===== src/hw/rtl/uvs_pkg.sv =====
// Shared constants, types and helper functions of the UV sphere vertex generator.
package uvs_pkg;

    // Width of counts and grid indices.
    localparam int COUNT_BITS = 8;
    // Fraction bits of the position outputs.
    localparam int COORD_FRAC_BITS = 14;

    // Divider chain: one integer quotient bit and 33 fraction bits.
    localparam int DIV_CELLS = 34;
    // Latency of the sine/cosine pipeline.
    localparam int SC_LAT = 16;
    // Sideband delay from input to the product stage.
    localparam int SB_LEN = DIV_CELLS + 1 + SC_LAT + 1;
    // Texture delay from the angle stage to the product stage.
    localparam int TX_LEN = SC_LAT + 1;
    localparam int HORNER_STEPS = 5;

    // Configuration register indexes.
    localparam logic REG_SECTOR_COUNT = 1'b0;
    localparam logic REG_STACK_COUNT  = 1'b1;

    localparam logic [COUNT_BITS-1:0] SECTOR_RESET = COUNT_BITS'(24);
    localparam logic [COUNT_BITS-1:0] STACK_RESET  = COUNT_BITS'(16);

    // Q30 one and pi in Q30.
    localparam logic [30:0] ONE_Q30  = 31'h4000_0000;
    localparam logic [31:0] PI_Q30   = 32'd3373259426;
    localparam logic [29:0] EIGHTH_Q30 = 30'h2000_0000;

    // Rounding shifts of the outputs.
    localparam logic [5:0] SH_PROD = 6'(60 - COORD_FRAC_BITS);
    localparam logic [5:0] SH_COS  = 6'(30 - COORD_FRAC_BITS);

    // Reciprocals for exact division of values below 2^30 by the series constants:
    // recip = ceil(2^(30+L)/d), quotient = (n * recip) >> (30+L), L = ceil(log2 d).
    localparam logic [31:0] SIN_RECIP [HORNER_STEPS] = '{
        32'(((64'd1 << 37) + 64'd109) / 64'd110),
        32'(((64'd1 << 37) + 64'd71)  / 64'd72),
        32'(((64'd1 << 36) + 64'd41)  / 64'd42),
        32'(((64'd1 << 35) + 64'd19)  / 64'd20),
        32'(((64'd1 << 33) + 64'd5)   / 64'd6)
    };
    localparam logic [5:0] SIN_SHIFT [HORNER_STEPS] = '{6'd37, 6'd37, 6'd36, 6'd35, 6'd33};

    localparam logic [31:0] COS_RECIP [HORNER_STEPS] = '{
        32'(((64'd1 << 38) + 64'd131) / 64'd132),
        32'(((64'd1 << 37) + 64'd89)  / 64'd90),
        32'(((64'd1 << 36) + 64'd55)  / 64'd56),
        32'(((64'd1 << 35) + 64'd29)  / 64'd30),
        32'(((64'd1 << 34) + 64'd11)  / 64'd12)
    };
    localparam logic [5:0] COS_SHIFT [HORNER_STEPS] = '{6'd38, 6'd37, 6'd36, 6'd35, 6'd34};

    // Per-item data that rides beside the arithmetic.
    typedef struct packed {
        logic        pv;
        logic        qv;
        logic [15:0] cur;
        logic [15:0] nxt;
    } t_side;

    typedef struct packed {
        logic [15:0] u;
        logic [15:0] v;
    } t_tex;

    // Round half away from zero by sh bits and clamp to signed 16 bits.
    function automatic logic [15:0] to_coord(input logic signed [63:0] v, input logic [5:0] sh);
        logic        neg;
        logic [63:0] m;
        logic [63:0] half;
        logic [15:0] res;
        neg  = v[63];
        m    = neg ? 64'(-v) : 64'(v);
        half = (64'd1 << sh) >> 1;
        m    = (m + half) >> sh;
        if (neg) begin
            res = (m > 64'd32768) ? 16'h8000 : 16'(-m);
        end else begin
            res = (m > 64'd32767) ? 16'h7FFF : m[15:0];
        end
        return res;
    endfunction

endpackage


===== src/hw/rtl/uvs_div_cell.sv =====
// One restoring division step: compares, subtracts and shifts in one quotient bit.
module uvs_div_cell (
    input  logic                                i_clk,
    input  logic                                i_en,
    input  logic [uvs_pkg::COUNT_BITS:0]        i_rem,
    input  logic [uvs_pkg::COUNT_BITS-1:0]      i_div,
    input  logic [uvs_pkg::DIV_CELLS-1:0]       i_quo,
    output logic [uvs_pkg::COUNT_BITS-1:0]      o_rem,
    output logic [uvs_pkg::DIV_CELLS-1:0]       o_quo
);

    logic                              w_ge;
    logic [uvs_pkg::COUNT_BITS:0]      w_diff;
    logic [uvs_pkg::COUNT_BITS-1:0]    r_rem;
    logic [uvs_pkg::DIV_CELLS-1:0]     r_quo;

    // Trial subtraction of the divisor.
    assign w_ge   = i_rem >= {1'b0, i_div};
    assign w_diff = i_rem - {1'b0, i_div};

    // Keep the partial remainder and append the new quotient bit.
    always_ff @(posedge i_clk) begin
        if (i_en) begin
            r_rem <= w_ge ? w_diff[uvs_pkg::COUNT_BITS-1:0]
                          : i_rem[uvs_pkg::COUNT_BITS-1:0];
            r_quo <= {i_quo[uvs_pkg::DIV_CELLS-2:0], w_ge};
        end
    end

    assign o_rem = r_rem;
    assign o_quo = r_quo;

endmodule


===== config.mk =====
export PLATFORM = sky130hd
export DESIGN_NAME = uvs_div_cell
export DESIGN_NICKNAME = d
export VERILOG_FILES = /design/src/hw/rtl/uvs_pkg.sv /design/src/hw/rtl/uvs_div_cell.sv
export SDC_FILE = /design/constraint.sdc
export NUM_CORES = 1
export LEC_CHECK = 0
export ABC_AREA = 1
export ABC_CLOCK_PERIOD_IN_PS = 1900
export BUFFER_PORTS_ARGS = -buffer_cell sky130_fd_sc_hd__buf_2
export CORE_MARGIN = 2
export CORE_UTILIZATION = 45
export CTS_CLUSTER_SIZE = 8
export DETAILED_ROUTE_END_ITERATION = 10
export GPL_ROUTABILITY_DRIVEN = 0
export GPL_TIMING_DRIVEN = 0
export PLACE_DENSITY_LB_ADDON = 0.25
export SLEW_MARGIN = 5
export SYNTH_ARGS = -nofsm -noshare
export SYNTH_HDL_FRONTEND = slang
export SYNTH_SLANG_ARGS = --single-unit

===== constraint.sdc =====
create_clock -name i_clk -period 1.9 [get_ports i_clk]
set_input_delay 0.38 -clock i_clk [delete_from_list [all_inputs] [get_ports i_clk]]
set_output_delay 0.38 -clock i_clk [all_outputs]
set_load 0.02 [all_outputs]

### Yosys cells after proc, flatten, opt, wreduce, memory -nomap -nowiden

Index checks and enable logic that the tools add are counted.

| word-level totals | value |
|---|---|
| bits in registers | 42 |
| input bits | 53 |
| output and inout bits | 42 |

| operators by class | value |
|---|---|
| add/sub/neg operators | 1 |
| order comparisons | 1 |
| mux-type cells | 1 |

Operators by type and width:

| operator | number |
|---|---|
| $ge 9x8->1 | 1 |
| $mux 8 | 1 |
| $sub 8x8->8 | 1 |

### Depth between registers and ports, before layout

Gate-level depths: netlist (run 1).

| depth | value |
|---|---|
| depth after elaboration | 2 |
| gate-level depth with buffers | 11 |
| mapped depth without buffers | 11 |

### Worst setup path after synthesis (run 1)

No wires, ideal clock.

| timing | value |
|---|---|
| path type | input to register |
| start | input i_div[2] (netlist name) |
| end | register r_rem (netlist bit o_rem[7]) (data pin) |
| data arrival time | 1.419 ns |
| data required time | 1.648 ns |
| path slack | 0.229 ns |
| stages | 9 |
| buffers on the path | 0 |
| path through | inv_1 > ha_1 > or2_4 > nand3_4 > nand2_4 > nand2_8 > nand2_8 > nand2_4 > nand2_2 |

| between the ends | value |
|---|---|
| cells in the longest elaborated chain, start to end | 2 |
| elaborated cells between the ends (all ways) | 3 |
| those cells by class | 1 x add/sub; 1 x order compare; 1 x mux |

RTL lines:

| item | RTL line | source |
|---|---|---|
| start: declaration | uvs_div_cell.sv:6 | `input logic [uvs_pkg::COUNT_BITS-1:0] i_div,` |
| $ge 9x8->1 | uvs_div_cell.sv:18 | `assign w_ge = i_rem >= {1'b0, i_div};` |
| via w_ge | uvs_div_cell.sv:12 | `logic w_ge;` |
| $mux 8 | uvs_div_cell.sv:24 | `r_rem <= w_ge ? w_diff[uvs_pkg::COUNT_BITS-1:0]` |
| end signal: assignment | uvs_div_cell.sv:24 |  |
| end: declaration | uvs_div_cell.sv:14 | `logic [uvs_pkg::COUNT_BITS-1:0] r_rem;` |

The timed path passes the listed nets, and every way through them passes these cells.
A chain may end at the register's enable or synchronous reset.

### Worst setup path in the final report (run 1)

| timing | value |
|---|---|
| start | input i_rem[3] (netlist name) |
| end | register r_rem (netlist bit o_rem[0]) (data pin) |

| between the ends | value |
|---|---|
| cells in the longest elaborated chain, start to end | 2 |

RTL lines:

| item | RTL line | source |
|---|---|---|
| start: declaration | uvs_div_cell.sv:5 | `input logic [uvs_pkg::COUNT_BITS:0] i_rem,` |
| $ge 9x8->1 | uvs_div_cell.sv:18 |  |
| via w_ge | uvs_div_cell.sv:12 |  |
| $mux 8 | uvs_div_cell.sv:24 |  |

The timed path passes the listed nets, and every way through them passes these cells.

==> impl_metrics.toml, run 1 <==
[global_route]
grt_use_met3 = 0.04506
grt_busiest_layer = "met2"
grt_max_degree = 43
grtUsageMet1 = 0.1783
overflow = 0
grt.total_usage = 0.1669
antenna_found_initial = 0
grt_pass1_vias = 1363
grt_pass1_wl_um = 6210
met2_usage = 0.3034

[sta]
slew_headroom = 0.4232
layout_setup_ws_ns = 0.2984
worst_pin_slew_ns = 0.8652
slew_viol_final = 0
max_freq_ghz = 0.6244
period_minus_slack_ns = 1.602
hold_viol = 0
fin_crit_sh = 0.8429
setup_viol = 0
setup_tns_ns = 0
rsz0062_at_grt = "false"

[worst_setup_path]
critPathMaxFanout = 9
cp.arrival_ns = 1.63
setup.worst_path.class = "in2reg"
cpMaxStageDelayCell = "ha_1"
max_stage_delay_ns = 0.36
worstSetupEndpointType = "flop"
path_cells = "buf_2, ha_1, nand2_1, nor2_2, nand2_2, nor2_4, nor2_4, nand2_8, nand2_2, nand2_1"
worstPathRequired_ns = 1.93
start_kind = "input pin"

[floorplan]
die_width_um = 69.25
core_mm2 = 0.004058
start_util = 0.4721
num_io_pins = 95
dieArea_mm2 = 0.004795
rows = 23
die_h_um = 69.25

[cts]
post_cts_buffers = 0
cts-root-buf = "clkbuf_8"
clockBufferDepth = 2
cts_made_buffers = 5
clock-sinks = 42
cts-hold-fix-buffers = 0
postCtsResizedCells = 0
cts.htree.levels = 2
cts_tree = "yes"
clkSlewWorstSetupHoldPaths_ns = 0.07

[hold_path]
min_from = "i_quo[31]"
hold_class = "in2reg"
hold_depth = 1
hold_end = "o_quo[32]"

[placed_design]
dp_hpwl_um = 3113
place_ws_ns = -0.006900
portBuffers = 93
dp.cells = 294

[layout]
syn2layout_area_growth_pct = 32.92
finalNonFillerCells = 301
post-route-util = 0.6275
layout.nets = 313
diodes = 0
layout-drive-gt1-share = 0.4940

[synthesis]
synth_edf_count = 42
synthDistinctLibCells = 20
synth_area_leaders = "edfxtp_1 (66%), nand2_1 (6.1%), ha_1 (5.2%), nand3_1 (3.7%), nand2_2 (3.6%)"
synth_warnings = 0
yosys_register_bits = 42
avgSynthCellArea_um2 = 12.69
post_synth_instance_area_mm2 = 0.001916
seq_area_frac_synth = 0.6584
synth_nets = 213
synthesis.instances = 151
yosysTopAreaCell = "edfxtp_1"
yosysTopAreaCellShare = 0.6584
async_flop_share = 0
synthFlopType = "edfxtp_1"
yosysMostFrequentCell = "edfxtp_1"
synth_commonest_cells = "edfxtp_1 (42), nand2_1 (31), inv_1 (18), nand3_1 (14), nand2_2 (11)"

[pwr]
p_sw_mw = 0.5693
total_power_mw = 2.243
p_clk_frac = 0.281
p_leak_nw = 1.213
p_sw_frac = 0.2539
powerDensity_mw_per_mm2 = 880.7
ir_drop_mv = 0.3828
sequentialPowerShare = 0.509
internal_power_mw = 1.673
pwr-share-comb = 0.210

[route]
wl_per_cell_um = 12.43
drt_iter0_markers = 107
vias = 1399
wirelength_um = 3742
vias_per_cell = 4.648
ant_nets = 0
route.detailed.drc = 0
drt_pass1_iterations = 4

[run]
maxCapViolCount = 0

[outcome]
status = "complete, no violations"
registers in the layout (all words and copies together) (netlist names):
signal,cells
o_rem,8
o_quo,34
per-stage QoR:
stage | hold WS [ns] | area [um2]
CTS | 0.2631 | 2546
global placement | 0.5566 | 2444
floorplan | 0.4789 | 1916
finish | 0.2706 | 2546
global route | 0.2570 | 2546
detailed placement | 0.5584 | 2444
area by class of cell:
class,count,area [um2]
fillers,348,1511
well taps,50,62.56
inverters,23,86.33
clock inverters,2,33.78
multi-input cells,86,568.0
clock buffers,5,68.82
repair buffers,93,465.4
flip-flops and latches,42,1261
metal layers:
metal,up-vias,share of wire
li1,703,-
met1,621,0.39
met2,68,0.51
met3,7,0.080
met4,0,0.019
met5,-,0
kinds of logic after synthesis:
| family | after synthesis | share of synthesized area |
|---|---|---|
| buffers and inverters | 23 | 0.04507 |
| AOI/OAI and AO/OA | 2 | 0.005226 |
| xor gates and xnor gates | 3 | 0.01372 |
| DFF | 42 | 0.6584 |
| and+or+nand+nor | 72 | 0.2149 |
| adders and majority gates | 9 | 0.06271 |
cells in the final DEF, fill, tap and decap left out:
| master | instances |
|---|---|
| a21oi_1 | 2 |
| buf_2 | 93 |
| bufinv_16 | 1 |
| clkbuf_8 | 5 |
| clkinv_1 | 3 |
| edfxtp_1 | 42 |
| fa_1 | 1 |
| ha_1 | 8 |
| inv_1 | 18 |
| inv_2 | 3 |
| nand2_1 | 31 |
| nand2_2 | 11 |
| nand2_4 | 2 |
| nand2_8 | 2 |
| nand3_1 | 14 |
| nand3_4 | 1 |
| nand4_1 | 1 |
| nor2_1 | 4 |
| nor2_2 | 2 |
| nor2_4 | 3 |
| or2_4 | 1 |
| xnor2_1 | 2 |
| xor2_1 | 1 |
worst max path at each step:
stage	startpoint	end	slack [ns]	depth (start not counted)
finish	i_rem[3]	o_rem[0]	0.30	10
floorplan	i_div[2]	o_rem[7]	0.23	9
CTS	i_rem[3]	o_rem[0]	0.29	10
detailed placement	i_rem[3]	o_rem[0]	-0.007	10
global route	i_rem[5]	o_rem[6]	0.18	10
global placement	i_rem[5]	o_rem[7]	0.01	10
power by group through the flow:
stage                     Clock (mW)  Sequential, mW  Combinational [mW]
after global placement             0            1.16               0.468
final                          0.630            1.14               0.471
after floorplan                    0            1.28               0.185
after global routing           0.700            1.15               0.518
after CTS                      0.650            1.14               0.478
after detailed placement           0            1.16               0.477
critical path: cells and delay by family:
kind                       cells  cell delay (ns)
and+or+nand+nor                8             0.78
buffers and inverters          1             0.11
adders and majority gates      1             0.36
Power figures use the tool's default switching activity.
==> run 2, diff against run 1 <==
--- a/config.mk
+++ b/config.mk
@@ -5,11 +5,11 @@
 export SDC_FILE = /design/constraint.sdc
 export NUM_CORES = 1
 export LEC_CHECK = 0
-export ABC_AREA = 1
-export ABC_CLOCK_PERIOD_IN_PS = 1900
+export ABC_AREA = 0
+export ABC_CLOCK_PERIOD_IN_PS = 1500
 export BUFFER_PORTS_ARGS = -buffer_cell sky130_fd_sc_hd__buf_2
 export CORE_MARGIN = 2
-export CORE_UTILIZATION = 45
+export CORE_UTILIZATION = 44
 export CTS_CLUSTER_SIZE = 8
 export DETAILED_ROUTE_END_ITERATION = 10
 export GPL_ROUTABILITY_DRIVEN = 0
==> constraint.sdc (replaced) <==
create_clock -name i_clk -period 1.5 [get_ports i_clk]
set_input_delay 0.3 -clock i_clk [delete_from_list [all_inputs] [get_ports i_clk]]
set_output_delay 0.3 -clock i_clk [all_outputs]
set_load 0.02 [all_outputs]
==> run 2 against run 1 <==
  * The flow now finishes with violations (setup timing)
  * Sequential power rose by 26%
  * Hold slack got worse by 0.085 ns
  * Die area fell by 4.6%
  * Sequential cell count did not move
  * Critical path depth fell by 1
  * Count of clock-buffer cells in the layout did not move
  * Utilization rose by 3.4 points
  * First-iteration DRC count fell by 58%
  * Non-clock buffer count rose by 10
  * Area after synthesis fell by 7.0%
  * Sequential share of layout area fell by 1.2 points
  * Critical path type unchanged
==> impl_metrics.toml, run 2 <==
[route]
drt_iter0_markers = 45
route.detailed.drc = 0
vias_per_cell = 4.737
ant_nets = 0
wl_per_cell_um = 13.71
drt_pass1_iterations = 3
wirelength_um = 3703
vias = 1279

[synthesis]
post_synth_instance_area_mm2 = 0.001782
async_flop_share = 0
synthFlopType = "edfxtp_1"
yosysMostFrequentCell = "edfxtp_1"
synth_warnings = 0
synth_commonest_cells = "edfxtp_1 (42), inv_1 (13), ha_1 (8), mux2_2 (5), o21ai_0 (4)"
synth_area_leaders = "edfxtp_1 (71%), ha_1 (5.6%), mux2_2 (3.2%), inv_1 (2.7%), a41oi_4 (1.5%)"
synthDistinctLibCells = 30
yosys_register_bits = 42
synth_edf_count = 42
synthesis.instances = 111
seq_area_frac_synth = 0.7079
synth_nets = 173
yosysTopAreaCell = "edfxtp_1"
avgSynthCellArea_um2 = 16.05
yosysTopAreaCellShare = 0.7079

[worst_setup_path]
setup.worst_path.class = "in2reg"
cpMaxStageDelayCell = "fa_2"
critPathMaxFanout = 3
max_stage_delay_ns = 0.35
cp.depth = 9
cp_top_family = "adder cells"
crit_buf_inv = 2
path_cells = "buf_8, inv_12, ha_4, fa_2, nor2b_2, o31a_1, nor4_1, a311o_1, mux2_4"
worstSetupEndpointType = "flop"
cp.arrival_ns = 1.83
worstPathRequired_ns = 1.54
start_kind = "input pin"

[layout]
layout-drive-gt1-share = 0.6000
layout_common_cells = "buf_2 (90), edfxtp_1 (42), inv_1 (10), buf_4 (7)"
diodes = 0
largest_reg_flops = 34
layout.nets = 281
layout_commonest_cell = "buf_2"
post-route-util = 0.6617
syn2layout_area_growth_pct = 46.42
fill_cells = 290

[floorplan]
dieArea_mm2 = 0.004574
start_util = 0.4519
die_h_um = 67.64
num_io_pins = 95
rows = 23
core_mm2 = 0.003943
die_width_um = 67.64

[sta]
worst_hold_slack_ns = 0.1857
hold_viol = 0
max_freq_ghz = 0.5586
setup_viol = 7
setup_tns_ns = -1.315
fin_crit_sh = 1.194
period_minus_slack_ns = 1.790
slew_viol_final = 0
worst_pin_slew_ns = 0.8801
rsz0062_at_grt = "true"
layout_setup_ws_ns = -0.2903
slew_headroom = 0.4133

[outcome]
status = "complete, but fails checks"
violations = "setup timing"

[pwr]
internal_power_mw = 2.041
p_sw_frac = 0.2679
ir_drop_mv = 0.5047
sequentialPowerShare = 0.517
p_leak_nw = 1.151
powerDensity_mw_per_mm2 = 1068
p_sw_mw = 0.7466
pwr-share-comb = 0.239
p_clk_frac = 0.244

[placed_design]
portBuffers = 93
dp_hpwl_um = 2779

[cts]
cts-root-buf = "clkbuf_8"
clock-sinks = 42
cts.htree.levels = 2
clkSlewWorstSetupHoldPaths_ns = 0.08
cts_made_buffers = 5
cts-hold-fix-buffers = 0
cts_tree = "yes"
clockBufferDepth = 2

[global_route]
antenna_found_initial = 0
overflow = 0
grt.total_usage = 0.1670
grt_pass1_wl_um = 5513
grt_pass1_vias = 1261
grt_max_degree = 43

[run]
maxCapViolCount = 0

[hold_path]
hold_depth = 1
hold_class = "in2reg"
run 2: area by class of cell:
type / count / area [um2] / share of cell area
plain buffers: 1 / 7.507 / 0.002878
clock buffers: 5 / 68.82 / 0.02638
well taps: 50 / 62.56 / 0.02398
multi-input cells: 54 / 556.8 / 0.2134
repair buffers: 102 / 571.8 / 0.2192
inverters: 13 / 63.81 / 0.02446
clock inverters: 3 / 16.27 / 0.006235
flip-flops and latches: 42 / 1261 / 0.4835
run 2: repair_timing:
item,in CTS,in global routing
endpoints found under the setup margin,9,9
pin swaps,8,7
resized for setup,8,7
setup buffers,7,2
hold endpoints to repair,0,0
run 2: worst paths after layout:
| path | startpoint | end |
|---|---|---|
| setup / recovery | i_rem[0] | o_rem[6] |
| hold / removal | i_quo[5] | o_quo[6] |
run 2: kinds of logic after synthesis:
| family | Yosys count | synth area share |
|---|---|---|
| DFF | 42 | 0.7079 |
| AOI/OAI and AO/OA | 20 | 0.09060 |
| buffers and inverters | 15 | 0.03301 |
| and+or+nand+nor | 15 | 0.04355 |
| adders and majority gates | 9 | 0.06742 |
| muxes | 7 | 0.04284 |
| xor gates and xnor gates | 3 | 0.01475 |
run 2: per-layer routing:
layer  part of all wire  track usage  routed length (um)  vias to the layer above
met4              0.017      0.07908                  64                        0
met3               0.10      0.04167                 373                        7
li1                   -            -                   -                      631
met2               0.54       0.3321                1982                       61
met5                  0            0                   0                        -
met1               0.35       0.1543                1282                      580
run 2: per-stage QoR:
stage,worst slack [ns],std cells,total power [mW],cell area [um2]
floorplan,-0.4549,111,1.841,1849
global placement,-0.7391,254,2.048,2377
detailed placement,-0.7540,254,2.069,2377
CTS,-0.2466,269,2.795,2571
global route,-0.3454,270,2.924,2609
finish,-0.2903,270,2.787,2609
run 2: power groups by stage:
stage,logic (mW),registers (mW),clock network [mW]
6_report,0.666,1.44,0.680
5_1_grt,0.724,1.45,0.748
4_1_cts,0.647,1.44,0.704
3_5_place_dp,0.598,1.47,0
3_3_place_gp,0.582,1.47,0
2_1_floorplan,0.223,1.62,0
